<file path="src/rtl/idu_pkg.sv">
`default_nettype none
// ----------------------------------------------------------------------------
// idu_pkg: shared types and constants of the image data URL decoder
// Holds the prefix table, the base64 sextet decode, the error codes and the
// request format that passes from the front end to the output side.
// ----------------------------------------------------------------------------
package idu_pkg;

  // Configuration and sizing
  localparam int unsigned MAXB_W          = 27;
  localparam int unsigned COUNT_BITS_DEF  = 27;
  localparam int unsigned QUEUE_DEPTH_DEF = 4;
  localparam logic [MAXB_W-1:0] MAX_BYTES_RST = 27'd33554432;

  // Prefix table, one string per format, right-justified in PFX_BITS
  localparam int unsigned PFX_CHARS = 23;
  localparam int unsigned PFX_BITS  = PFX_CHARS * 8;
  localparam logic [PFX_BITS-1:0] PFX_TEXT [4] = '{
    "data:image/png;base64,",
    "data:image/jpeg;base64,",
    "data:image/webp;base64,",
    "data:image/gif;base64,"
  };
  localparam logic [4:0] PFX_LEN [4] = '{5'd22, 5'd23, 5'd23, 5'd22};

  localparam logic [7:0] CHAR_PAD = 8'h3D;

  // Error codes reported in an error result
  typedef enum logic [2:0] {
    ERR_PREFIX   = 3'd0,
    ERR_CHAR     = 3'd1,
    ERR_PAD_DATA = 3'd2,
    ERR_NONCANON = 3'd3,
    ERR_LENGTH   = 3'd4,
    ERR_OVERSIZE = 3'd5
  } idu_err_e;

  // One request from the front end: a closed group or an error report
  typedef struct packed {
    logic        is_err;
    idu_err_e    code;
    logic [1:0]  fmt;
    logic [1:0]  nbytes;
    logic [23:0] word;
    logic        eos;
  } idu_req_t;

  // Character of prefix k at position idx, zero past its end
  function automatic logic [7:0] pfx_char(input logic [1:0] k, input logic [4:0] idx);
    logic [PFX_BITS-1:0] text;
    logic [4:0]          len;
    logic [4:0]          pos;
    text = PFX_TEXT[k];
    len  = PFX_LEN[k];
    pos  = len - 5'd1 - idx;
    if (idx < len) begin
      pfx_char = text[pos*8 +: 8];
    end else begin
      pfx_char = 8'd0;
    end
  endfunction

  // Base64 decode: {valid, sextet}
  function automatic logic [6:0] sextet(input logic [7:0] c);
    logic [7:0] v;
    logic       ok;
    v  = 8'd0;
    ok = 1'b1;
    if (c inside {["A":"Z"]}) begin
      v = c - 8'h41;
    end else if (c inside {["a":"z"]}) begin
      v = c - 8'h61 + 8'd26;
    end else if (c inside {["0":"9"]}) begin
      v = c - 8'h30 + 8'd52;
    end else if (c == 8'h2B) begin
      v = 8'd62;
    end else if (c == 8'h2F) begin
      v = 8'd63;
    end else begin
      ok = 1'b0;
    end
    sextet = {ok, v[5:0]};
  endfunction

endpackage
`default_nettype wire

</file>
<file path="src/rtl/image_data_url_base64_decoder.sv">
`default_nettype none
// ----------------------------------------------------------------------------
// image_data_url_base64_decoder: streaming decoder for base64 image data URLs
// Matches the image prefix, decodes the payload and reports faults.
// ----------------------------------------------------------------------------
// The block takes one URL character per cycle; in_stall_o rises only when the
// request queue (QUEUE_DEPTH entries) is full. Each fourth payload character
// closes a group that yields up to three data results, and the output side
// issues one result per cycle from its output register, so with the output
// taking results a stream runs at one character per cycle. A fault gives one
// error result with end_of_stream set; later characters up to the final one
// give nothing. The max_bytes register is written through cfg_valid_i/
// cfg_data_i, is always ready, and should be written only while the block is
// idle. After reset no clearing pass is needed.
// ----------------------------------------------------------------------------
module image_data_url_base64_decoder #(
  parameter int unsigned COUNT_BITS  = idu_pkg::COUNT_BITS_DEF,
  parameter int unsigned QUEUE_DEPTH = idu_pkg::QUEUE_DEPTH_DEF
) (
  input  wire logic                       clk_i,
  input  wire logic                       rst_ni,
  input  wire logic                       in_valid_i,
  output logic                            in_stall_o,
  input  wire logic [7:0]                 character_i,
  input  wire logic                       final_char_i,
  output logic                            out_valid_o,
  input  wire logic                       out_stall_i,
  output logic                            kind_o,
  output logic [7:0]                      data_byte_o,
  output logic [1:0]                      image_format_o,
  output logic [2:0]                      error_code_o,
  output logic                            end_of_stream_o,
  input  wire logic                       cfg_valid_i,
  output logic                            cfg_ready_o,
  input  wire logic [idu_pkg::MAXB_W-1:0] cfg_data_i
);
  import idu_pkg::*;

  logic [MAXB_W-1:0] max_bytes_q;
  idu_req_t          req, head;
  logic              push, pop, full, empty, accept;

  assign cfg_ready_o = 1'b1;
  assign in_stall_o  = full;
  assign accept      = in_valid_i && !full;

  // Hold the size limit
  always_ff @(posedge clk_i or negedge rst_ni) begin
    if (!rst_ni) begin
      max_bytes_q <= MAX_BYTES_RST;
    end else if (cfg_valid_i && cfg_ready_o) begin
      max_bytes_q <= cfg_data_i;
    end
  end

  idu_front #(
    .COUNT_BITS (COUNT_BITS)
  ) u_front (
    .clk_i        (clk_i),
    .rst_ni       (rst_ni),
    .accept_i     (accept),
    .character_i  (character_i),
    .final_char_i (final_char_i),
    .max_bytes_i  (max_bytes_q),
    .req_o        (req),
    .push_o       (push)
  );

  idu_fifo #(
    .DEPTH (QUEUE_DEPTH)
  ) u_fifo (
    .clk_i   (clk_i),
    .rst_ni  (rst_ni),
    .push_i  (push),
    .data_i  (req),
    .pop_i   (pop),
    .head_o  (head),
    .full_o  (full),
    .empty_o (empty)
  );

  idu_back u_back (
    .clk_i           (clk_i),
    .rst_ni          (rst_ni),
    .head_i          (head),
    .empty_i         (empty),
    .pop_o           (pop),
    .out_valid_o     (out_valid_o),
    .out_stall_i     (out_stall_i),
    .kind_o          (kind_o),
    .data_byte_o     (data_byte_o),
    .image_format_o  (image_format_o),
    .error_code_o    (error_code_o),
    .end_of_stream_o (end_of_stream_o)
  );

endmodule
`default_nettype wire

</file>
<file path="src/rtl/idu_front.sv">
`default_nettype none
// ----------------------------------------------------------------------------
// idu_front: prefix match and group classification
// Takes one character per cycle while accept_i is high, tracks the prefix and the base64 group, and
// pushes a request when a group closes or a fault is seen.
// ----------------------------------------------------------------------------
module idu_front #(
  parameter int unsigned COUNT_BITS = 27
) (
  input  wire logic                       clk_i,
  input  wire logic                       rst_ni,
  input  wire logic                       accept_i,
  input  wire logic [7:0]                 character_i,
  input  wire logic                       final_char_i,
  input  wire logic [idu_pkg::MAXB_W-1:0] max_bytes_i,
  output idu_pkg::idu_req_t               req_o,
  output logic                            push_o
);
  import idu_pkg::*;

  localparam int unsigned SUM_W = COUNT_BITS + 1;
  localparam int unsigned CMP_W = (SUM_W > MAXB_W) ? SUM_W : MAXB_W;

  typedef enum logic [2:0] {
    PH_PREFIX  = 3'b001,
    PH_PAYLOAD = 3'b010,
    PH_SKIP    = 3'b100
  } phase_e;

  phase_e                phase_q, phase_d;
  logic [4:0]            idx_q, idx_d;
  logic [3:0]            cand_q, cand_d;
  logic [1:0]            gp_q, gp_d;
  logic [17:0]           held_q, held_d;
  logic                  pad2_q, pad2_d;
  logic [COUNT_BITS-1:0] cnt_q, cnt_d;
  logic [1:0]            fmt_q, fmt_d;

  logic       fire_err, grp;
  idu_err_e   err_code;
  logic [1:0] err_fmt;
  logic [3:0] keep;
  logic       done_any;
  logic [1:0] done_k;
  logic [6:0] sx;
  logic       pad;
  logic [1:0] nbytes;
  logic [SUM_W-1:0] sum;
  logic       over;

  // Decode the character and size the group that it would close
  always_comb begin
    sx     = sextet(character_i);
    pad    = (character_i == CHAR_PAD);
    nbytes = 2'd3 - {1'b0, pad} - {1'b0, pad2_q};
    sum    = {1'b0, cnt_q} + SUM_W'(nbytes);
    over   = (CMP_W'(sum) > CMP_W'(max_bytes_i)) || sum[COUNT_BITS];
  end

  // Match the character against every live prefix
  always_comb begin
    keep     = '0;
    done_any = 1'b0;
    done_k   = 2'd0;
    for (int k = 3; k >= 0; k--) begin
      if (cand_q[k] && (idx_q < PFX_LEN[k]) &&
          (pfx_char(2'(k), idx_q) == character_i)) begin
        keep[k] = 1'b1;
        if (idx_q + 5'd1 == PFX_LEN[k]) begin
          done_any = 1'b1;
          done_k   = 2'(k);
        end
      end
    end
  end

  // Classify the character and step the stream state
  always_comb begin
    phase_d  = phase_q;
    idx_d    = idx_q;
    cand_d   = cand_q;
    gp_d     = gp_q;
    held_d   = held_q;
    pad2_d   = pad2_q;
    cnt_d    = cnt_q;
    fmt_d    = fmt_q;
    fire_err = 1'b0;
    grp      = 1'b0;
    err_code = ERR_PREFIX;
    err_fmt  = fmt_q;
    case (phase_q)
      PH_PREFIX: begin
        if (keep == 4'd0) begin
          fire_err = 1'b1;
          err_code = ERR_PREFIX;
        end else if (done_any) begin
          fmt_d   = done_k;
          err_fmt = done_k;
          if (final_char_i) begin
            fire_err = 1'b1;
            err_code = ERR_LENGTH;
          end else begin
            phase_d = PH_PAYLOAD;
            idx_d   = 5'd0;
            cand_d  = 4'hF;
          end
        end else if (final_char_i) begin
          fire_err = 1'b1;
          err_code = ERR_PREFIX;
        end else begin
          cand_d = keep;
          idx_d  = idx_q + 5'd1;
        end
      end
      PH_PAYLOAD: begin
        if (gp_q != 2'd3) begin
          if (final_char_i) begin
            fire_err = 1'b1;
            err_code = ERR_LENGTH;
          end else if (pad && (gp_q != 2'd2)) begin
            fire_err = 1'b1;
            err_code = ERR_CHAR;
          end else if (!pad && !sx[6]) begin
            fire_err = 1'b1;
            err_code = ERR_CHAR;
          end else begin
            pad2_d = pad2_q | pad;
            held_d = {held_q[11:0], pad ? 6'd0 : sx[5:0]};
            gp_d   = gp_q + 2'd1;
          end
        end else begin
          if (!final_char_i && (pad2_q || pad)) begin
            fire_err = 1'b1;
            err_code = ERR_CHAR;
          end else if (!pad && !sx[6]) begin
            fire_err = 1'b1;
            err_code = ERR_CHAR;
          end else if (pad2_q && !pad) begin
            fire_err = 1'b1;
            err_code = ERR_PAD_DATA;
          end else if (pad2_q && (held_q[9:6] != 4'd0)) begin
            fire_err = 1'b1;
            err_code = ERR_NONCANON;
          end else if (pad && !pad2_q && (held_q[1:0] != 2'd0)) begin
            fire_err = 1'b1;
            err_code = ERR_NONCANON;
          end else if (over) begin
            fire_err = 1'b1;
            err_code = ERR_OVERSIZE;
          end else begin
            grp    = 1'b1;
            cnt_d  = sum[COUNT_BITS-1:0];
            gp_d   = 2'd0;
            held_d = 18'd0;
            pad2_d = 1'b0;
          end
        end
      end
      PH_SKIP: begin
      end
      default: begin
      end
    endcase
    if (fire_err) begin
      phase_d = PH_SKIP;
    end
  end

  // Build the request for the output side
  always_comb begin
    push_o        = accept_i && (fire_err || grp);
    req_o.is_err  = fire_err;
    req_o.code    = err_code;
    req_o.fmt     = fire_err ? err_fmt : fmt_q;
    req_o.nbytes  = nbytes;
    req_o.word    = {held_q, pad ? 6'd0 : sx[5:0]};
    req_o.eos     = final_char_i;
  end

  // Advance the state; the final character returns it to the stream start
  always_ff @(posedge clk_i or negedge rst_ni) begin
    if (!rst_ni) begin
      phase_q <= PH_PREFIX;
      idx_q   <= 5'd0;
      cand_q  <= 4'hF;
      gp_q    <= 2'd0;
      held_q  <= 18'd0;
      pad2_q  <= 1'b0;
      cnt_q   <= '0;
      fmt_q   <= 2'd0;
    end else if (accept_i) begin
      if (final_char_i) begin
        phase_q <= PH_PREFIX;
        idx_q   <= 5'd0;
        cand_q  <= 4'hF;
        gp_q    <= 2'd0;
        held_q  <= 18'd0;
        pad2_q  <= 1'b0;
        cnt_q   <= '0;
        fmt_q   <= 2'd0;
      end else begin
        phase_q <= phase_d;
        idx_q   <= idx_d;
        cand_q  <= cand_d;
        gp_q    <= gp_d;
        held_q  <= held_d;
        pad2_q  <= pad2_d;
        cnt_q   <= cnt_d;
        fmt_q   <= fmt_d;
      end
    end
  end

endmodule
`default_nettype wire

</file>
<file path="src/rtl/idu_fifo.sv">
`default_nettype none
// ----------------------------------------------------------------------------
// idu_fifo: request queue between front end and output side
// Small register queue; the head entry is always visible to the reader.
// ----------------------------------------------------------------------------
module idu_fifo #(
  parameter int unsigned DEPTH = 4
) (
  input  wire logic              clk_i,
  input  wire logic              rst_ni,
  input  wire logic              push_i,
  input  wire idu_pkg::idu_req_t data_i,
  input  wire logic              pop_i,
  output idu_pkg::idu_req_t      head_o,
  output logic                   full_o,
  output logic                   empty_o
);
  import idu_pkg::*;

  localparam int unsigned PTR_W = (DEPTH > 1) ? $clog2(DEPTH) : 1;
  localparam int unsigned CNT_W = $clog2(DEPTH + 1);

  idu_req_t         mem_q [DEPTH];
  logic [PTR_W-1:0] wr_ptr_q, rd_ptr_q;
  logic [CNT_W-1:0] count_q;

  assign full_o  = (count_q == CNT_W'(DEPTH));
  assign empty_o = (count_q == '0);
  assign head_o  = mem_q[rd_ptr_q];

  // Store the incoming request
  always_ff @(posedge clk_i) begin
    if (push_i) begin
      mem_q[wr_ptr_q] <= data_i;
    end
  end

  // Advance pointers and the fill count
  always_ff @(posedge clk_i or negedge rst_ni) begin
    if (!rst_ni) begin
      wr_ptr_q <= '0;
      rd_ptr_q <= '0;
      count_q  <= '0;
    end else begin
      if (push_i) begin
        wr_ptr_q <= (wr_ptr_q == PTR_W'(DEPTH - 1)) ? '0 : wr_ptr_q + 1'b1;
      end
      if (pop_i) begin
        rd_ptr_q <= (rd_ptr_q == PTR_W'(DEPTH - 1)) ? '0 : rd_ptr_q + 1'b1;
      end
      if (push_i && !pop_i) begin
        count_q <= count_q + 1'b1;
      end else if (pop_i && !push_i) begin
        count_q <= count_q - 1'b1;
      end
    end
  end

endmodule
`default_nettype wire

</file>
<file path="src/rtl/idu_back.sv">
`default_nettype none
// ----------------------------------------------------------------------------
// idu_back: result serializer
// Walks the head request byte by byte into the output register and pops it
// after its last result.
// ----------------------------------------------------------------------------
module idu_back (
  input  wire logic              clk_i,
  input  wire logic              rst_ni,
  input  wire idu_pkg::idu_req_t head_i,
  input  wire logic              empty_i,
  output logic                   pop_o,
  output logic                   out_valid_o,
  input  wire logic              out_stall_i,
  output logic                   kind_o,
  output logic [7:0]             data_byte_o,
  output logic [1:0]             image_format_o,
  output logic [2:0]             error_code_o,
  output logic                   end_of_stream_o
);
  import idu_pkg::*;

  logic [1:0] idx_q;
  logic       valid_q;
  logic       kind_q, eos_q;
  logic [7:0] byte_q;
  logic [1:0] fmt_q;
  logic [2:0] code_q;

  logic       advance, last;
  logic [7:0] sel_byte;

  assign advance = (!valid_q || !out_stall_i) && !empty_i;
  assign last    = head_i.is_err || (idx_q == head_i.nbytes - 2'd1);
  assign pop_o   = advance && last;

  // Pick the next byte of the group
  always_comb begin
    case (idx_q)
      2'd0:    sel_byte = head_i.word[23:16];
      2'd1:    sel_byte = head_i.word[15:8];
      2'd2:    sel_byte = head_i.word[7:0];
      default: sel_byte = 8'd0;
    endcase
  end

  // Hold control: output valid and byte position
  always_ff @(posedge clk_i or negedge rst_ni) begin
    if (!rst_ni) begin
      valid_q <= 1'b0;
      idx_q   <= 2'd0;
    end else begin
      if (!valid_q || !out_stall_i) begin
        valid_q <= !empty_i;
      end
      if (advance) begin
        idx_q <= last ? 2'd0 : idx_q + 2'd1;
      end
    end
  end

  // Load the output payload
  always_ff @(posedge clk_i) begin
    if (advance) begin
      kind_q <= head_i.is_err;
      byte_q <= head_i.is_err ? 8'd0 : sel_byte;
      fmt_q  <= head_i.fmt;
      code_q <= head_i.is_err ? head_i.code : 3'd0;
      eos_q  <= head_i.is_err || (head_i.eos && last);
    end
  end

  assign out_valid_o     = valid_q;
  assign kind_o          = kind_q;
  assign data_byte_o     = byte_q;
  assign image_format_o  = fmt_q;
  assign error_code_o    = code_q;
  assign end_of_stream_o = eos_q;

endmodule
`default_nettype wire

</file>
<file path="config.mk">
export PLATFORM = sky130hd
export DESIGN_NAME = image_data_url_base64_decoder
export DESIGN_NICKNAME = d
export VERILOG_FILES = /design/src/rtl/idu_pkg.sv /design/src/rtl/image_data_url_base64_decoder.sv /design/src/rtl/idu_front.sv /design/src/rtl/idu_fifo.sv /design/src/rtl/idu_back.sv
export SDC_FILE = /design/constraint.sdc
export NUM_CORES = 1
export LEC_CHECK = 0
export ABC_CLOCK_PERIOD_IN_PS = 6800
export BUFFER_PORTS_ARGS = -buffer_cell sky130_fd_sc_hd__buf_2
export CAP_MARGIN = 20
export CORE_MARGIN = 1
export CORE_UTILIZATION = 43
export CTS_BUF_LIST = sky130_fd_sc_hd__clkbuf_4 sky130_fd_sc_hd__clkbuf_8
export CTS_CLUSTER_SIZE = 24
export DETAILED_ROUTE_END_ITERATION = 10
export SYNTH_ARGS = -nofsm -noshare
export SYNTH_HDL_FRONTEND = slang
export SYNTH_HIERARCHICAL = 1
export SYNTH_SLANG_ARGS = --single-unit
</file>
<file path="constraint.sdc">
create_clock -name clk_i -period 6.8 [get_ports clk_i]
set_input_delay 0.68 -clock clk_i [delete_from_list [all_inputs] [get_ports clk_i]]
set_output_delay 0.68 -clock clk_i [all_outputs]
set_load 0.005 [all_outputs]
</file>
### Word-level counts from Yosys, hierarchy flattened

Memory sizes are Yosys's and may differ from the RTL's.
Cells that the tools add are included.

* bits in latches: 0
* bits of input ports: 41
* memories kept: 1
* word-level logic and storage cells: 279
* output and inout port bits: 18
* ROM bits: 0
* bits in registers: 114
* memory bits (writable): 132

* muxes and demuxes: 138
* shifts and indexed selects: 4
* bitwise logic cells: 1
* equal/unequal tests: 34
* $add $sub $neg: 18
* reduce and logical (&&, ||, !) cells: 55
* $mul: 0
* order comparisons: 9
* div/mod/pow operators: 0

Memory list
* u_fifo.mem_q: words 4, width 33, rd ports 1, clocked after memory_dff 0, wr ports 1, line idu_fifo.sv:23 `idu_req_t mem_q [DEPTH];`

Operator list (count)
* $shiftx 184x9->8 const A: 4
* $mux 27: 9
* $mux 18: 11
* $mux 3: 19
* $mux 2: 27
* $mux 1: 51
* $mux 6: 6
* $eq 8x8->1: 4
* $mux 8: 4
* $add 27x2->28: 1
* $gt 28x27->1: 1
* $logic_and 1x1->1: 25
* $eq 8x6->1 const B: 3
* $pmux 8 s3: 1
* $mux 5: 4
* $ne 2x2->1 const B: 10
* $reduce_and 9->1: 2
* $ge 8x7->1 const B: 2
* $le 8x7->1 const B: 2
* $mux 4: 4
* $ne 3x2->1 const B: 5
* $sub 6x6->6 const B: 2
* $eq 5x5->1 const B: 2
* $logic_not 1->1: 10
* 33 further kinds: 50

### Depth between registers and ports, before layout

Gate-level depths: netlist of the first run.

* word-level depth: 20
* mapped depth: 33
* depth with buffers taken out: 31

### By module

Netlist of the first run, hierarchy kept.

By module, submodules not included
* idu_front: times used 1, area each 6784.0 um2, sequential area each 1557.7 um2, cells each 885
* idu_fifo: times used 1, area each 5230.0 um2, sequential area each 4139.0 um2, cells each 210
* image_data_url_base64_decoder: times used 1, area each 1124.8 um2, sequential area each 676.9 um2, cells each 60
* idu_back: times used 1, area each 835.8 um2, sequential area each 525.5 um2, cells each 64

### Least setup slack after synthesis of the first run

No wires, ideal clock.

* path kind: input-to-reg
* start: in character_i[4]
* end: mem u_fifo/mem_q[0][0] (netlist bit) (enable)
* cell stages on the path: 26
* required time: 6407 ps
* path slack: 93 ps
* buffers on the path: 2
* setup time: 393 ps
* data arrival time: 6313 ps
* cell sequence: buf_2 > inv_2 > nor3_1 > and3_1 > clkbuf_1 > inv_2 > ha_1 > inv_1 > ha_1 > inv_1 > fa_1 > nand3b_1 > or2_2 > nor3_1 > nand4_1 > xnor2_1 > ha_1 > nand3_1 > nor3_1 > o41ai_1 > a21oi_1 > a31oi_1 > nand3_1 > o2bb2ai_2 > o21a_1 > and2_1

RTL lines
* from (decl): line image_data_url_base64_decoder.sv:24 `input wire logic [7:0] character_i,`
* to (decl): line idu_fifo.sv:23

==> summary.json, run 1 <==
{
  "global_route": {
    "number_of_global_route_vias_before_repair": 9820,
    "globalRouteTotalUtil_pct": 19.7,
    "globalRouteMet3Util_pct": 3.15,
    "grt_max_degree": 74,
    "grt_busiest_layer": "met2",
    "grt_first_pass_wirelength_mm": 52.2,
    "grt.overflow.total": 0,
    "grt_util_met2_pct": 32.0,
    "met1_resource_use_gr_pct": 26.8,
    "grt_antenna_before_repair": 1
  },
  "critical_path": {
    "arrival_ns": 6.64,
    "worst_setup_path_start_kind": "input port",
    "reg2reg_slack_ns": 1.06,
    "cpMostUsedCell": "sky130_fd_sc_hd__ha_1",
    "worstSetupEndpointType": "flop",
    "timing_worst_setup_path_type": "input port to flop",
    "worst-endpoint-required_ns": 7.24,
    "timing.critical_path.slowest_cell_delay_ns": 0.42,
    "timing.critical_path.slowest_stage_cell": "sky130_fd_sc_hd__nor3_1",
    "r2r-start": "u_front/pad2_q$_DFFE_PN0P_",
    "worstRegToRegCells": 25,
    "path_max_fanout": 5,
    "rr_endpoint": "u_fifo/count_q[1]$_DFFE_PN0P_"
  },
  "clocking": {
    "h_tree_depth": 2,
    "cts_made_buffers": 42,
    "cts_repair_resize_count": 0,
    "cts_hold_repair_buffers": 0,
    "tritoncts_clock_tree": "built",
    "clock_tree.buffer_depth": 3,
    "clkSinkCount": 246,
    "cts_setup_buffers": 0,
    "root_buffer": "sky130_fd_sc_hd__clkbuf_8",
    "clock_insertion_delay_worst_skew_ns": 0.57,
    "clk_pin_slew_ns": 0.06
  },
  "power_and_ir_drop": {
    "power_frac_clock_pct": 27.7,
    "comb_power_share_pct": 30.7,
    "p_sw_share_pct": 32.9,
    "pwr_density_cell_mw_per_mm2": 312,
    "power.internal_mw": 3.27,
    "irDropWorstVdd_mv": 0.167,
    "total_switching_power_mw": 1.60,
    "static-leakage-power_nw": 6.35,
    "power.sequential.fraction_pct": 41.6
  },
  "timing": {
    "finalCritPeriodShare_pct": 91.2,
    "relSlewSlack_pct": 33.8,
    "rsz0062_at_grt": "false",
    "fin_setup_tns_ns": 0,
    "highest_achievable_clock_rate_mhz": 161,
    "post-route-min-period_ns": 6.20,
    "timing.final.setup_violations": 0,
    "fin_worst_hold_slack_ns": 0.0474,
    "slew_worst_pin_ns": 0.992,
    "slew_violations": 0,
    "final_hold_viol_count": 0,
    "fin_worst_skew_ns": 0.0294
  },
  "place": {
    "port_buffers": 57,
    "placed_cells_incl_taps": 1679,
    "place.gp.congestion": 0.891,
    "post_dp_cell_area_mm2": 0.0147,
    "hpwl_mm": 21.5
  },
  "finish": {
    "post_synthesis_to_final_layout_area_growth_pct": 11.7,
    "post-route-util_pct": 49.1,
    "post_route_cell_area_mm2": 0.0156,
    "finalNonFillerCells": 1756,
    "drive_above_1_share_pct": 20.3,
    "antenna-diode-count": 0,
    "nets": 1397
  },
  "detailed_routing": {
    "finalWirelength_mm": 31.9,
    "drtIter0Drc": 720,
    "antenna_left": 0,
    "average_vias_per_placed_instance": 5.56,
    "drc_violation_count_after_routing": 0,
    "via_count": 9763,
    "routed_wl_per_cell_um": 18.2,
    "number_of_search_and_repair_iterations_in_the_first_detailed_routing_pass": 5
  },
  "floorplan": {
    "floorplan.die_area_mm2": 0.0332,
    "die_y_um": 182,
    "rows": 65,
    "die_width_um": 182,
    "core_region_area_mm2": 0.0318,
    "initial_utilization_pct": 43.9,
    "ios": 59
  },
  "yosys": {
    "ys_async_sr_fraction_pct": 40.2,
    "mappedNetlistNets": 1327,
    "number_of_warnings_reported_in_the_yosys_synthesis_log": 6,
    "netlist_area_mm2": 0.0140,
    "netlist-cell-type-count": 101,
    "synth_area_per_cell_um2": 11.5,
    "dominantRegCellSynth": "sky130_fd_sc_hd__edfxtp_1",
    "count_of_flip_flops_with_a_built_in_enable_after_synthesis": 147,
    "yosys_register_bits": 246,
    "post_synth_inst_count": 1219,
    "synth-seq-area-share_pct": 49.4
  },
  "flow_run": {
    "max-cap-violations": 0
  },
  "run_status": {
    "run_status": "finished, final reports clean"
  },
  "min_path": {
    "hp-class": "input port to asynchronous set/reset pin"
  }
}
[cell families (layout without fill, tap and decap cells)]
family,Yosys count,after routing,synth area share (%)
and+or+nand+nor,355,355,12.5
AOI/OAI and AO/OA,279,279,14.2
DFF,246,246,49.4
buffers and inverters,141,243,4.86
muxes,79,79,9.57
adders and majority gates,67,67,6.11
xor gates and xnor gates,51,51,3.36
other,1,1,0.0268
[state kept, by name (all words and copies together), names as in the netlist, 3 cells and up]
name / flops
u_front/phase_q: 3
u_back/error_code_o: 3
u_front/held_q: 18
u_back/data_byte_o: 8
u_front/cand_q: 4
u_front/cnt_q: 27
u_front/idx_q: 5
max_bytes_q: 27
u_fifo/count_q: 3
u_fifo/mem_q: 132
[worst max-delay path: cells and delay by family]
family / cells / cell delay [ns]
XOR/XNOR: 1 / 0.16
AO/OA/AOI/OAI: 6 / 1.19
multiplexers: 1 / 0.26
AND/OR/NAND/NOR: 10 / 2.21
buffers and inverters: 5 / 0.39
adder cells (fa/ha/maj): 6 / 1.75
[power by group through the flow]
stage	Combinational (mW)	Clock (mW)	Sequential, mW
3_3_place_gp	1.47	0	2.05
6_report	1.50	1.35	2.03
2_1_floorplan	1.15	0	2.00
3_5_place_dp	1.49	0	2.06
5_1_grt	1.66	1.45	2.06
4_1_cts	1.50	1.39	2.03
[stage by stage]
step | worst slack [ns] | power [mW]
3_5_place_dp | 0.0770 | 3.55
5_1_grt | 0.180 | 5.17
4_1_cts | 0.663 | 4.93
6_report | 0.596 | 4.87
3_3_place_gp | 0.210 | 3.53
2_1_floorplan | 0.0934 | 3.15
[synth_stat cells, types with 14 or more instances]
cell type	count	area share, %
sky130_fd_sc_hd__a21oi_1	48	1.7
sky130_fd_sc_hd__dfrtp_1	93	17
sky130_fd_sc_hd__nand4_1	17	0.76
sky130_fd_sc_hd__xnor2_1	29	1.8
sky130_fd_sc_hd__edfxtp_1	147	32
sky130_fd_sc_hd__nor3_1	27	0.97
sky130_fd_sc_hd__a21o_1	18	0.97
sky130_fd_sc_hd__o21ai_0	69	2.5
sky130_fd_sc_hd__mux2i_1	14	1.0
sky130_fd_sc_hd__nand2_1	126	3.4
sky130_fd_sc_hd__xor2_1	19	1.2
sky130_fd_sc_hd__buf_2	24	0.86
sky130_fd_sc_hd__clkbuf_1	29	0.78
sky130_fd_sc_hd__mux4_2	28	4.5
sky130_fd_sc_hd__nand3_1	37	1.3
sky130_fd_sc_hd__a31oi_1	17	0.76
sky130_fd_sc_hd__o31ai_1	14	0.75
sky130_fd_sc_hd__inv_1	68	1.8
sky130_fd_sc_hd__ha_1	65	5.8
sky130_fd_sc_hd__nor2_1	64	1.7
sky130_fd_sc_hd__mux2_4	20	2.1
[layer usage]
metal	share of wire, %	vias up
met5	0.041	-
met1	46	4763
met4	2.3	2
li1	-	4702
met3	4.6	60
met2	47	236
[cells in the final DEF, fill, tap and decap left out, types with 7 or more instances in the layout]
master / n
sky130_fd_sc_hd__edfxtp_1: 147
sky130_fd_sc_hd__nand2_1: 126
sky130_fd_sc_hd__dfrtp_1: 92
sky130_fd_sc_hd__o21ai_0: 69
sky130_fd_sc_hd__inv_1: 68
sky130_fd_sc_hd__ha_1: 65
sky130_fd_sc_hd__nor2_1: 63
sky130_fd_sc_hd__buf_2: 56
sky130_fd_sc_hd__clkbuf_8: 48
sky130_fd_sc_hd__a21oi_1: 47
sky130_fd_sc_hd__nand3_1: 37
sky130_fd_sc_hd__buf_4: 34
sky130_fd_sc_hd__xnor2_1: 29
sky130_fd_sc_hd__mux4_2: 28
sky130_fd_sc_hd__nor3_1: 27
sky130_fd_sc_hd__mux2_4: 20
sky130_fd_sc_hd__xor2_1: 19
sky130_fd_sc_hd__a21o_1: 18
sky130_fd_sc_hd__nand4_1: 17
sky130_fd_sc_hd__a31oi_1: 17
sky130_fd_sc_hd__mux2i_1: 14
sky130_fd_sc_hd__o31ai_1: 14
sky130_fd_sc_hd__and2_1: 13
sky130_fd_sc_hd__nor2b_1: 12
sky130_fd_sc_hd__mux2_2: 12
sky130_fd_sc_hd__clkinv_2: 9
sky130_fd_sc_hd__clkinv_1: 9
sky130_fd_sc_hd__a222oi_1: 8
sky130_fd_sc_hd__and3_1: 8
sky130_fd_sc_hd__o21a_1: 8
sky130_fd_sc_hd__or2_2: 7
sky130_fd_sc_hd__o211ai_1: 7
sky130_fd_sc_hd__a211oi_1: 7
[cell type report]
class                   instances  area (um2)
fillers                      2853       16200
flip-flops and latches        246        6900
multi-input cells             832        6400
clock buffers                  54         706
repair buffers                 95         631
well taps                     435         544
inverters                      72         270
clock inverters                22         158
[how the worst max path moves through the flow]
stage,endpoint,depth (start not counted),from,slack [ns]
CTS,u_fifo/count_q[1]$_DFFE_PN0P_,29,character_i[7],0.66
global placement,u_fifo/count_q[1]$_DFFE_PN0P_,29,character_i[7],0.21
finish,u_fifo/count_q[1]$_DFFE_PN0P_,29,character_i[7],0.60
detailed placement,u_fifo/count_q[1]$_DFFE_PN0P_,29,character_i[7],0.08
floorplan,u_fifo/mem_q[0][0]$_DFFE_PP_,26,character_i[4],0.09
global route,u_fifo/count_q[1]$_DFFE_PN0P_,29,character_i[7],0.18
Power figures use the tool's default switching activity.
==> inputs of run 2 (changes only) <==
--- a/config.mk
+++ b/config.mk
@@ -6,7 +6,7 @@
 export NUM_CORES = 1
 export LEC_CHECK = 0
 export ABC_CLOCK_PERIOD_IN_PS = 6800
-export BUFFER_PORTS_ARGS = -buffer_cell sky130_fd_sc_hd__buf_2
+export BUFFER_PORTS_ARGS = -buffer_cell sky130_fd_sc_hd__buf_4
 export CAP_MARGIN = 20
 export CORE_MARGIN = 1
 export CORE_UTILIZATION = 43
==> summary.json, run 2 (synthesized netlist as in run 1, its figures left out) <==
{
  "critical_path": {
    "timing.critical_path.slowest_cell_delay": {"value": 0.41, "unit": "ns", "change": "was 0.42 ns"},
    "path_max_fanout": {"value": 5, "change": "unchanged"},
    "critPathBufInv": {"value": 5, "change": "unchanged"},
    "worstSetupEndpointType": {"value": "flop", "change": "unchanged"},
    "cp-startpoint": {"value": "character_i[7]", "change": "unchanged"},
    "r2r-start": {"value": "u_front/idx_q[1]$_DFFE_PN0P_", "change": "was u_front/pad2_q$_DFFE_PN0P_"},
    "timing_worst_setup_path_type": {"value": "input port to flop", "change": "unchanged"},
    "worst-endpoint-required": {"value": 7.23, "unit": "ns", "change": "was 7.24 ns"},
    "worst_setup_path_start_kind": {"value": "input port", "change": "unchanged"},
    "cpMostUsedCell": {"value": "sky130_fd_sc_hd__ha_1", "change": "unchanged"},
    "timing.critical_path.slowest_stage_cell": {"value": "sky130_fd_sc_hd__nor3_1", "change": "unchanged"},
    "arrival": {"value": 6.61, "unit": "ns", "change": "was 6.64 ns"},
    "reg2reg_slack": {"value": 1.01, "unit": "ns", "change": "was 1.06 ns"},
    "critPathTopFamily": {"value": "simple AND/OR/NAND/NOR gates", "change": "unchanged"}
  },
  "global_route": {
    "grt_max_degree": {"value": 71, "change": "was 74"},
    "grt_antenna_before_repair": {"value": 0, "change": "was 1"},
    "grt_first_pass_wirelength": {"value": 52.3, "unit": "mm", "change": "was 52.2 mm"},
    "number_of_global_route_vias_before_repair": {"value": 9676, "change": "was 9820"},
    "grt.overflow.total": {"value": 0, "change": "unchanged"},
    "globalRouteTotalUtil": {"value": 19.8, "unit": "%", "change": "was 19.7%"}
  },
  "timing": {
    "rsz0062_at_grt": {"value": "false", "change": "unchanged"},
    "fin_worst_skew": {"value": 0.0263, "unit": "ns", "change": "was 0.0294 ns"},
    "timing.final.ws_setup": {"value": 0.624, "unit": "ns", "change": "was 0.596 ns"},
    "slew_worst_pin": {"value": 1.03, "unit": "ns", "change": "was 0.992 ns"},
    "post-route-min-period": {"value": 6.18, "unit": "ns", "change": "was 6.20 ns"},
    "slew_violations": {"value": 0, "change": "unchanged"},
    "timing.final.setup_violations": {"value": 0, "change": "unchanged"},
    "relSlewSlack": {"value": 31.6, "unit": "%", "change": "was 33.8%"},
    "finalCritPeriodShare": {"value": 90.8, "unit": "%", "change": "was 91.2%"},
    "fin_setup_tns": {"value": 0, "unit": "ns", "change": "unchanged"},
    "highest_achievable_clock_rate": {"value": 162, "unit": "MHz", "change": "was 161 MHz"},
    "final_hold_viol_count": {"value": 0, "change": "unchanged"}
  },
  "finish": {
    "nets": {"value": 1396, "change": "was 1397"},
    "n_fill_cell": {"value": 2871, "change": "was 2853"},
    "most_frequent_cells_in_the_layout": {"value": "147 x sky130_fd_sc_hd__edfxtp_1, 126 x sky130_fd_sc_hd__nand2_1, 92 x sky130_fd_sc_hd__dfrtp_1", "change": "unchanged"},
    "post_synthesis_to_final_layout_area_growth": {"value": 13.1, "unit": "%", "change": "was 11.7%"},
    "area.sequential": {"value": 0.00690, "unit": "mm2", "change": "unchanged"},
    "largest_registers": {"value": "u_fifo/mem_q (132), max_bytes_q (27), u_front/cnt_q (27)", "change": "unchanged"},
    "drive_above_1_share": {"value": 20.9, "unit": "%", "change": "was 20.3%"},
    "antenna-diode-count": {"value": 0, "change": "unchanged"},
    "flip_flop_count_of_the_largest_register_after_layout": {"value": 132, "change": "unchanged"},
    "max_flop_register": {"value": "u_fifo/mem_q", "change": "unchanged"},
    "multi_input_area": {"value": 0.00640, "unit": "mm2", "change": "unchanged"},
    "layout_commonest_cell": {"value": "sky130_fd_sc_hd__edfxtp_1", "change": "unchanged"}
  },
  "place": {
    "hpwl": {"value": 21.6, "unit": "mm", "change": "was 21.5 mm"},
    "port_buffers": {"value": 57, "change": "unchanged"},
    "preCtsSetupSlack": {"value": 0.144, "unit": "ns", "change": "was 0.0770 ns"},
    "place.gp.congestion": {"value": 0.859, "change": "was 0.891"}
  },
  "floorplan": {
    "initial_utilization": {"value": 43.9, "unit": "%", "change": "unchanged"},
    "ios": {"value": 59, "change": "unchanged"},
    "floorplan.die_area": {"value": 0.0332, "unit": "mm2", "change": "unchanged"},
    "rows": {"value": 65, "change": "unchanged"},
    "die_y": {"value": 182, "unit": "um", "change": "unchanged"},
    "die_width": {"value": 182, "unit": "um", "change": "unchanged"},
    "core_region_area": {"value": 0.0318, "unit": "mm2", "change": "unchanged"}
  },
  "detailed_routing": {
    "drtIter0Drc": {"value": 668, "change": "was 720"},
    "routed_wl_per_cell": {"value": 18.3, "unit": "um", "change": "was 18.2 um"},
    "number_of_search_and_repair_iterations_in_the_first_detailed_routing_pass": {"value": 5, "change": "unchanged"},
    "antenna_left": {"value": 0, "change": "unchanged"},
    "average_vias_per_placed_instance": {"value": 5.55, "change": "was 5.56"},
    "drc_violation_count_after_routing": {"value": 0, "change": "unchanged"},
    "via_count": {"value": 9763, "change": "unchanged"},
    "finalWirelength": {"value": 32.2, "unit": "mm", "change": "was 31.9 mm"}
  },
  "power_and_ir_drop": {
    "pwr_density_cell": {"value": 315, "unit": "mW/mm2", "change": "was 312 mW/mm2"},
    "static-leakage-power": {"value": 6.42, "unit": "nW", "change": "was 6.35 nW"},
    "irDropWorstVdd": {"value": 0.163, "unit": "mV", "change": "was 0.167 mV"}
  },
  "clocking": {
    "clkSinkCount": {"value": 246, "change": "unchanged"},
    "cts_repair_resize_count": {"value": 0, "change": "unchanged"},
    "tritoncts_clock_tree": {"value": "built", "change": "unchanged"},
    "clock_tree.buffer_depth": {"value": 3, "change": "unchanged"},
    "cts_made_buffers": {"value": 43, "change": "was 42"},
    "cts_hold_repair_buffers": {"value": 0, "change": "unchanged"},
    "clock_insertion_delay_worst_skew": {"value": 0.55, "unit": "ns", "change": "was 0.57 ns"},
    "root_buffer": {"value": "sky130_fd_sc_hd__clkbuf_8", "change": "unchanged"},
    "cts_setup_buffers": {"value": 0, "change": "unchanged"},
    "clk_pin_slew": {"value": 0.06, "unit": "ns", "change": "about the same"},
    "h_tree_depth": {"value": 2, "change": "unchanged"}
  },
  "min_path": {
    "hp-class": {"value": "input port to asynchronous set/reset pin", "change": "unchanged"}
  },
  "run_status": {
    "run_status": {"value": "finished, final reports clean", "change": "unchanged"}
  },
  "flow_run": {
    "max-cap-violations": {"value": 0, "change": "unchanged"}
  }
}
-- run 2: cell count changes in the layout (fill, tap and decap cells not counted), moves of 2 or more --
cell / previous run / this run
sky130_fd_sc_hd__buf_2: 56 / 0
sky130_fd_sc_hd__buf_4: 34 / 88
sky130_fd_sc_hd__clkbuf_4: 6 / 23
sky130_fd_sc_hd__clkbuf_8: 48 / 46
sky130_fd_sc_hd__clkinv_1: 9 / 3
sky130_fd_sc_hd__clkinv_2: 9 / 3
-- run 2: worst paths after layout --
| path | end | cells after the start |
|---|---|---|
| worst max-delay path | u_fifo/count_q[1]$_DFFE_PN0P_ | 29 |
| min in group clk_i | u_back/out_valid_o$_DFFE_PN0N_ | 3 |
| worst min register to register | u_front/cnt_q[0]$_DFFE_PN0P_ | 2 |
| max in group asynchronous | u_front/cnt_q[7]$_DFFE_PN0P_ | 2 |
| worst min-delay path | u_fifo/wr_ptr_q[0]$_DFFE_PN0P_ | 1 |
| worst max register to register | u_fifo/count_q[1]$_DFFE_PN0P_ | 18 |
-- run 2: area by class of cell --
cell class	count	share of cell area, %
flip-flops and latches	246	43.7
well taps	435	3.44
clock buffers	69	5.10
repair buffers	93	4.78
multi-input cells	832	40.5
clock inverters	11	0.784
inverters	72	1.71
-- run 2: routing by layer --
layer / vias to the layer above / global-route usage, % / share of wire, %
met5: - / 0 / 0
met4: 0 / 5.41 / 1.7
met3: 44 / 3.29 / 5.1
met2: 256 / 31.9 / 47
met1: 4777 / 27.5 / 46
li1: 4686 / - / -
-- run 2: stage by stage --
stage	power (mW)	area (um2)	utilization, %	hold WS [ns]	instances
2_1_floorplan	3.15	14000	-	0.384	1219
3_3_place_gp	3.56	14900	46.7	0.471	1677
3_5_place_dp	3.59	14900	46.7	0.479	1677
4_1_cts	5.05	15800	49.6	0.0447	1757
5_1_grt	5.28	15800	49.7	0.0846	1758
6_report	4.98	15800	49.7	0.0793	1758
-- run 2: where the power goes --
group | switching [mW] | internal (mW) | total (mW)
Sequential | 0.169 | 1.88 | 2.05
Clock | 0.598 | 0.833 | 1.43
Combinational | 0.815 | 0.691 | 1.51
==> inputs of run 3 (changes only) <==
--- a/config.mk
+++ b/config.mk
@@ -8,11 +8,14 @@
 export ABC_CLOCK_PERIOD_IN_PS = 6800
 export BUFFER_PORTS_ARGS = -buffer_cell sky130_fd_sc_hd__buf_4
 export CAP_MARGIN = 20
+export CELL_PAD_IN_SITES_DETAIL_PLACEMENT = 0
+export CELL_PAD_IN_SITES_GLOBAL_PLACEMENT = 1
 export CORE_MARGIN = 1
 export CORE_UTILIZATION = 43
 export CTS_BUF_LIST = sky130_fd_sc_hd__clkbuf_4 sky130_fd_sc_hd__clkbuf_8
 export CTS_CLUSTER_SIZE = 24
 export DETAILED_ROUTE_END_ITERATION = 10
+export PLACE_DENSITY_LB_ADDON = 0.1
 export SYNTH_ARGS = -nofsm -noshare
 export SYNTH_HDL_FRONTEND = slang
 export SYNTH_HIERARCHICAL = 1
==> summary.json, run 3 (synthesized netlist as in run 1, its figures left out) <==
{
  "detailed_routing": {
    "via_count": {"value": 9710, "change": "was 9763"},
    "drtIter0Drc": {"value": 524, "change": "was 668"},
    "average_vias_per_placed_instance": {"value": 5.50, "change": "was 5.55"},
    "routed_wl_per_cell": {"value": 18.9, "unit": "um", "change": "was 18.3 um"},
    "finalWirelength": {"value": 33.3, "unit": "mm", "change": "was 32.2 mm"},
    "drc_violation_count_after_routing": {"value": 0, "change": "unchanged"},
    "number_of_search_and_repair_iterations_in_the_first_detailed_routing_pass": {"value": 4, "change": "was 5"},
    "antenna_left": {"value": 0, "change": "unchanged"}
  },
  "timing": {
    "highest_achievable_clock_rate": {"value": 157, "unit": "MHz", "change": "was 162 MHz"},
    "finalCritPeriodShare": {"value": 93.6, "unit": "%", "change": "was 90.8%"},
    "slew_violations": {"value": 0, "change": "unchanged"},
    "timing.final.setup_violations": {"value": 0, "change": "unchanged"},
    "final_hold_viol_count": {"value": 0, "change": "unchanged"},
    "post-route-min-period": {"value": 6.36, "unit": "ns", "change": "was 6.18 ns"},
    "fin_worst_skew": {"value": 0.0367, "unit": "ns", "change": "was 0.0263 ns"},
    "relSlewSlack": {"value": 32.1, "unit": "%", "change": "was 31.6%"},
    "fin_worst_hold_slack": {"value": 0.144, "unit": "ns", "change": "was 0.0793 ns"},
    "rsz0062_at_grt": {"value": "false", "change": "unchanged"},
    "slew_worst_pin": {"value": 1.01, "unit": "ns", "change": "was 1.03 ns"}
  },
  "finish": {
    "drive_above_1_share": {"value": 21.1, "unit": "%", "change": "was 20.9%"},
    "antenna-diode-count": {"value": 0, "change": "unchanged"},
    "nets": {"value": 1403, "change": "was 1396"},
    "area.sequential": {"value": 0.00690, "unit": "mm2", "change": "unchanged"},
    "flip_flop_count_of_the_largest_register_after_layout": {"value": 132, "change": "unchanged"},
    "n_fill_cell": {"value": 2939, "change": "was 2871"},
    "layout_commonest_cell": {"value": "sky130_fd_sc_hd__edfxtp_1", "change": "unchanged"},
    "post_synthesis_to_final_layout_area_growth": {"value": 13.4, "unit": "%", "change": "was 13.1%"},
    "largest_registers": {"value": "u_fifo/mem_q (132), max_bytes_q (27), u_front/cnt_q (27)", "change": "unchanged"},
    "max_flop_register": {"value": "u_fifo/mem_q", "change": "unchanged"},
    "most_frequent_cells_in_the_layout": {"value": "147 x sky130_fd_sc_hd__edfxtp_1, 126 x sky130_fd_sc_hd__nand2_1, 96 x sky130_fd_sc_hd__buf_4", "change": "was 147 x sky130_fd_sc_hd__edfxtp_1, 126 x sky130_fd_sc_hd__nand2_1, 92 x sky130_fd_sc_hd__dfrtp_1"},
    "multi_input_area": {"value": 0.00641, "unit": "mm2", "change": "was 0.00640 mm2"},
    "post-route-util": {"value": 49.8, "unit": "%", "change": "was 49.7%"},
    "post_route_cell_area": {"value": 0.0158, "unit": "mm2", "change": "about the same"}
  },
  "place": {
    "hpwl": {"value": 22.4, "unit": "mm", "change": "was 21.6 mm"},
    "place.gp.congestion": {"value": 0.843, "change": "was 0.859"},
    "port_buffers": {"value": 57, "change": "unchanged"},
    "post_dp_cell_area": {"value": 0.0149, "unit": "mm2", "change": "about the same"}
  },
  "clocking": {
    "clock_insertion_delay_worst_skew": {"value": 0.57, "unit": "ns", "change": "was 0.55 ns"},
    "clkSinkCount": {"value": 246, "change": "unchanged"},
    "clk_pin_slew": {"value": 0.06, "unit": "ns", "change": "about the same"},
    "tritoncts_clock_tree": {"value": "built", "change": "unchanged"},
    "cts_hold_repair_buffers": {"value": 0, "change": "unchanged"},
    "root_buffer": {"value": "sky130_fd_sc_hd__clkbuf_8", "change": "unchanged"},
    "clock_tree.buffer_depth": {"value": 3, "change": "unchanged"},
    "cts_made_buffers": {"value": 43, "change": "unchanged"},
    "h_tree_depth": {"value": 2, "change": "unchanged"}
  },
  "critical_path": {
    "timing.critical_path.slowest_cell_delay": {"value": 0.43, "unit": "ns", "change": "was 0.41 ns"},
    "critPathBufInv": {"value": 5, "change": "unchanged"},
    "timing.critical_path.slowest_stage_cell": {"value": "sky130_fd_sc_hd__nor3_1", "change": "unchanged"},
    "cpMostUsedCell": {"value": "sky130_fd_sc_hd__ha_1", "change": "unchanged"},
    "worst-endpoint-required": {"value": 7.24, "unit": "ns", "change": "was 7.23 ns"},
    "crit_end": {"value": "u_fifo/count_q[1]$_DFFE_PN0P_", "change": "unchanged"},
    "timing.critical_path.depth": {"value": 29, "change": "unchanged"},
    "reg2reg_slack": {"value": 0.99, "unit": "ns", "change": "was 1.01 ns"},
    "timing_worst_setup_path_type": {"value": "input port to flop", "change": "unchanged"},
    "worst_setup_path_start_kind": {"value": "input port", "change": "unchanged"},
    "rr_endpoint": {"value": "u_fifo/count_q[1]$_DFFE_PN0P_", "change": "unchanged"},
    "worstRegToRegCells": {"value": 25, "change": "was 18"},
    "r2r-start": {"value": "u_front/pad2_q$_DFFE_PN0P_", "change": "was u_front/idx_q[1]$_DFFE_PN0P_"},
    "arrival": {"value": 6.81, "unit": "ns", "change": "was 6.61 ns"},
    "critPathTopFamily": {"value": "simple AND/OR/NAND/NOR gates", "change": "unchanged"},
    "path_max_fanout": {"value": 5, "change": "unchanged"},
    "cp-startpoint": {"value": "character_i[7]", "change": "unchanged"},
    "worstSetupEndpointType": {"value": "flop", "change": "unchanged"}
  },
  "floorplan": {
    "floorplan.die_area": {"value": 0.0332, "unit": "mm2", "change": "unchanged"},
    "die_y": {"value": 182, "unit": "um", "change": "unchanged"},
    "core_region_area": {"value": 0.0318, "unit": "mm2", "change": "unchanged"},
    "die_width": {"value": 182, "unit": "um", "change": "unchanged"},
    "rows": {"value": 65, "change": "unchanged"},
    "initial_utilization": {"value": 43.9, "unit": "%", "change": "unchanged"},
    "ios": {"value": 59, "change": "unchanged"}
  },
  "min_path": {
    "hp-class": {"value": "input port to asynchronous set/reset pin", "change": "unchanged"}
  },
  "flow_run": {
    "max-cap-violations": {"value": 0, "change": "unchanged"}
  },
  "global_route": {
    "number_of_global_route_vias_before_repair": {"value": 9669, "change": "was 9676"},
    "grt.overflow.total": {"value": 0, "change": "unchanged"},
    "globalRouteTotalUtil": {"value": 20.7, "unit": "%", "change": "was 19.8%"},
    "grt_first_pass_wirelength": {"value": 54.3, "unit": "mm", "change": "was 52.3 mm"},
    "grt_max_degree": {"value": 54, "change": "was 71"},
    "grt_antenna_before_repair": {"value": 0, "change": "unchanged"}
  },
  "power_and_ir_drop": {
    "total_power": {"value": 4.99, "unit": "mW", "change": "was 4.98 mW"},
    "pwr_density_cell": {"value": 315, "unit": "mW/mm2", "change": "about the same"},
    "static-leakage-power": {"value": 6.45, "unit": "nW", "change": "was 6.42 nW"},
    "irDropWorstVdd": {"value": 0.146, "unit": "mV", "change": "was 0.163 mV"}
  },
  "run_status": {
    "run_status": {"value": "finished, final reports clean", "change": "unchanged"}
  }
}
run 3: cell types whose count changed in the layout (fill, tap and decap cells not counted), sizes merged:
cell,delta
clkinv,-1
bufinv,-1
buf,+7
clkinvlp,-1
inv,+2
run 3: area by class of cell:
class | instances | share of cell area [%]
inverters | 72 | 1.71
well taps | 435 | 3.43
multi-input cells | 832 | 40.4
clock inverters | 10 | 0.584
flip-flops and latches | 246 | 43.5
clock buffers | 69 | 5.24
repair buffers | 100 | 5.05
run 3: per-layer routing:
metal	routed length, um	vias to the layer above	track usage, %
met5	0	-	0
met4	580	0	5.14
met3	1080	48	2.67
met2	16000	160	34.2
met1	15600	4795	28.8
li1	-	4707	-
run 3: metrics by stage:
stage / worst slack [ns] / instances / setup TNS [ns]
floorplan: 0.0934 / 1219 / 0
global placement: -0.00600 / 1685 / -0.00600
detailed placement: -0.202 / 1685 / -0.254
CTS: 0.362 / 1764 / 0
global route: 0.0574 / 1764 / 0
finish: 0.437 / 1764 / 0
run 3: timing repair:
action	in CTS	in global routing
hold endpoints to repair	0	0
buffers inserted	0	0
endpoints found under the setup margin	0	1
resized for setup	0	1
run 3: report_power, final:
part           switching, mW  leakage, nW  total [mW]  internal [mW]
Combinational          0.819         3.33        1.51          0.692
Clock                  0.614        0.492        1.43          0.820
Sequential             0.168         2.63        2.05           1.88
run 3: how the worst min path moves through the flow:
stage                                 startpoint  slack, ns  cells past startpoint                        endpoint
finish                                    rst_ni       0.14                      1  u_fifo/rd_ptr_q[1]$_DFFE_PN0P_
global route                              rst_ni       0.20                      1  u_fifo/rd_ptr_q[1]$_DFFE_PN0P_
CTS                                       rst_ni       0.17                      1     max_bytes_q[26]$_DFFE_PN0P_
detailed placement  u_front/cnt_q[0]$_DFFE_PN0P_       0.48                      2    u_front/cnt_q[0]$_DFFE_PN0P_
global placement    u_front/cnt_q[0]$_DFFE_PN0P_       0.47                      2    u_front/cnt_q[0]$_DFFE_PN0P_
floorplan                                 rst_ni       0.38                      0      max_bytes_q[0]$_DFFE_PN0P_
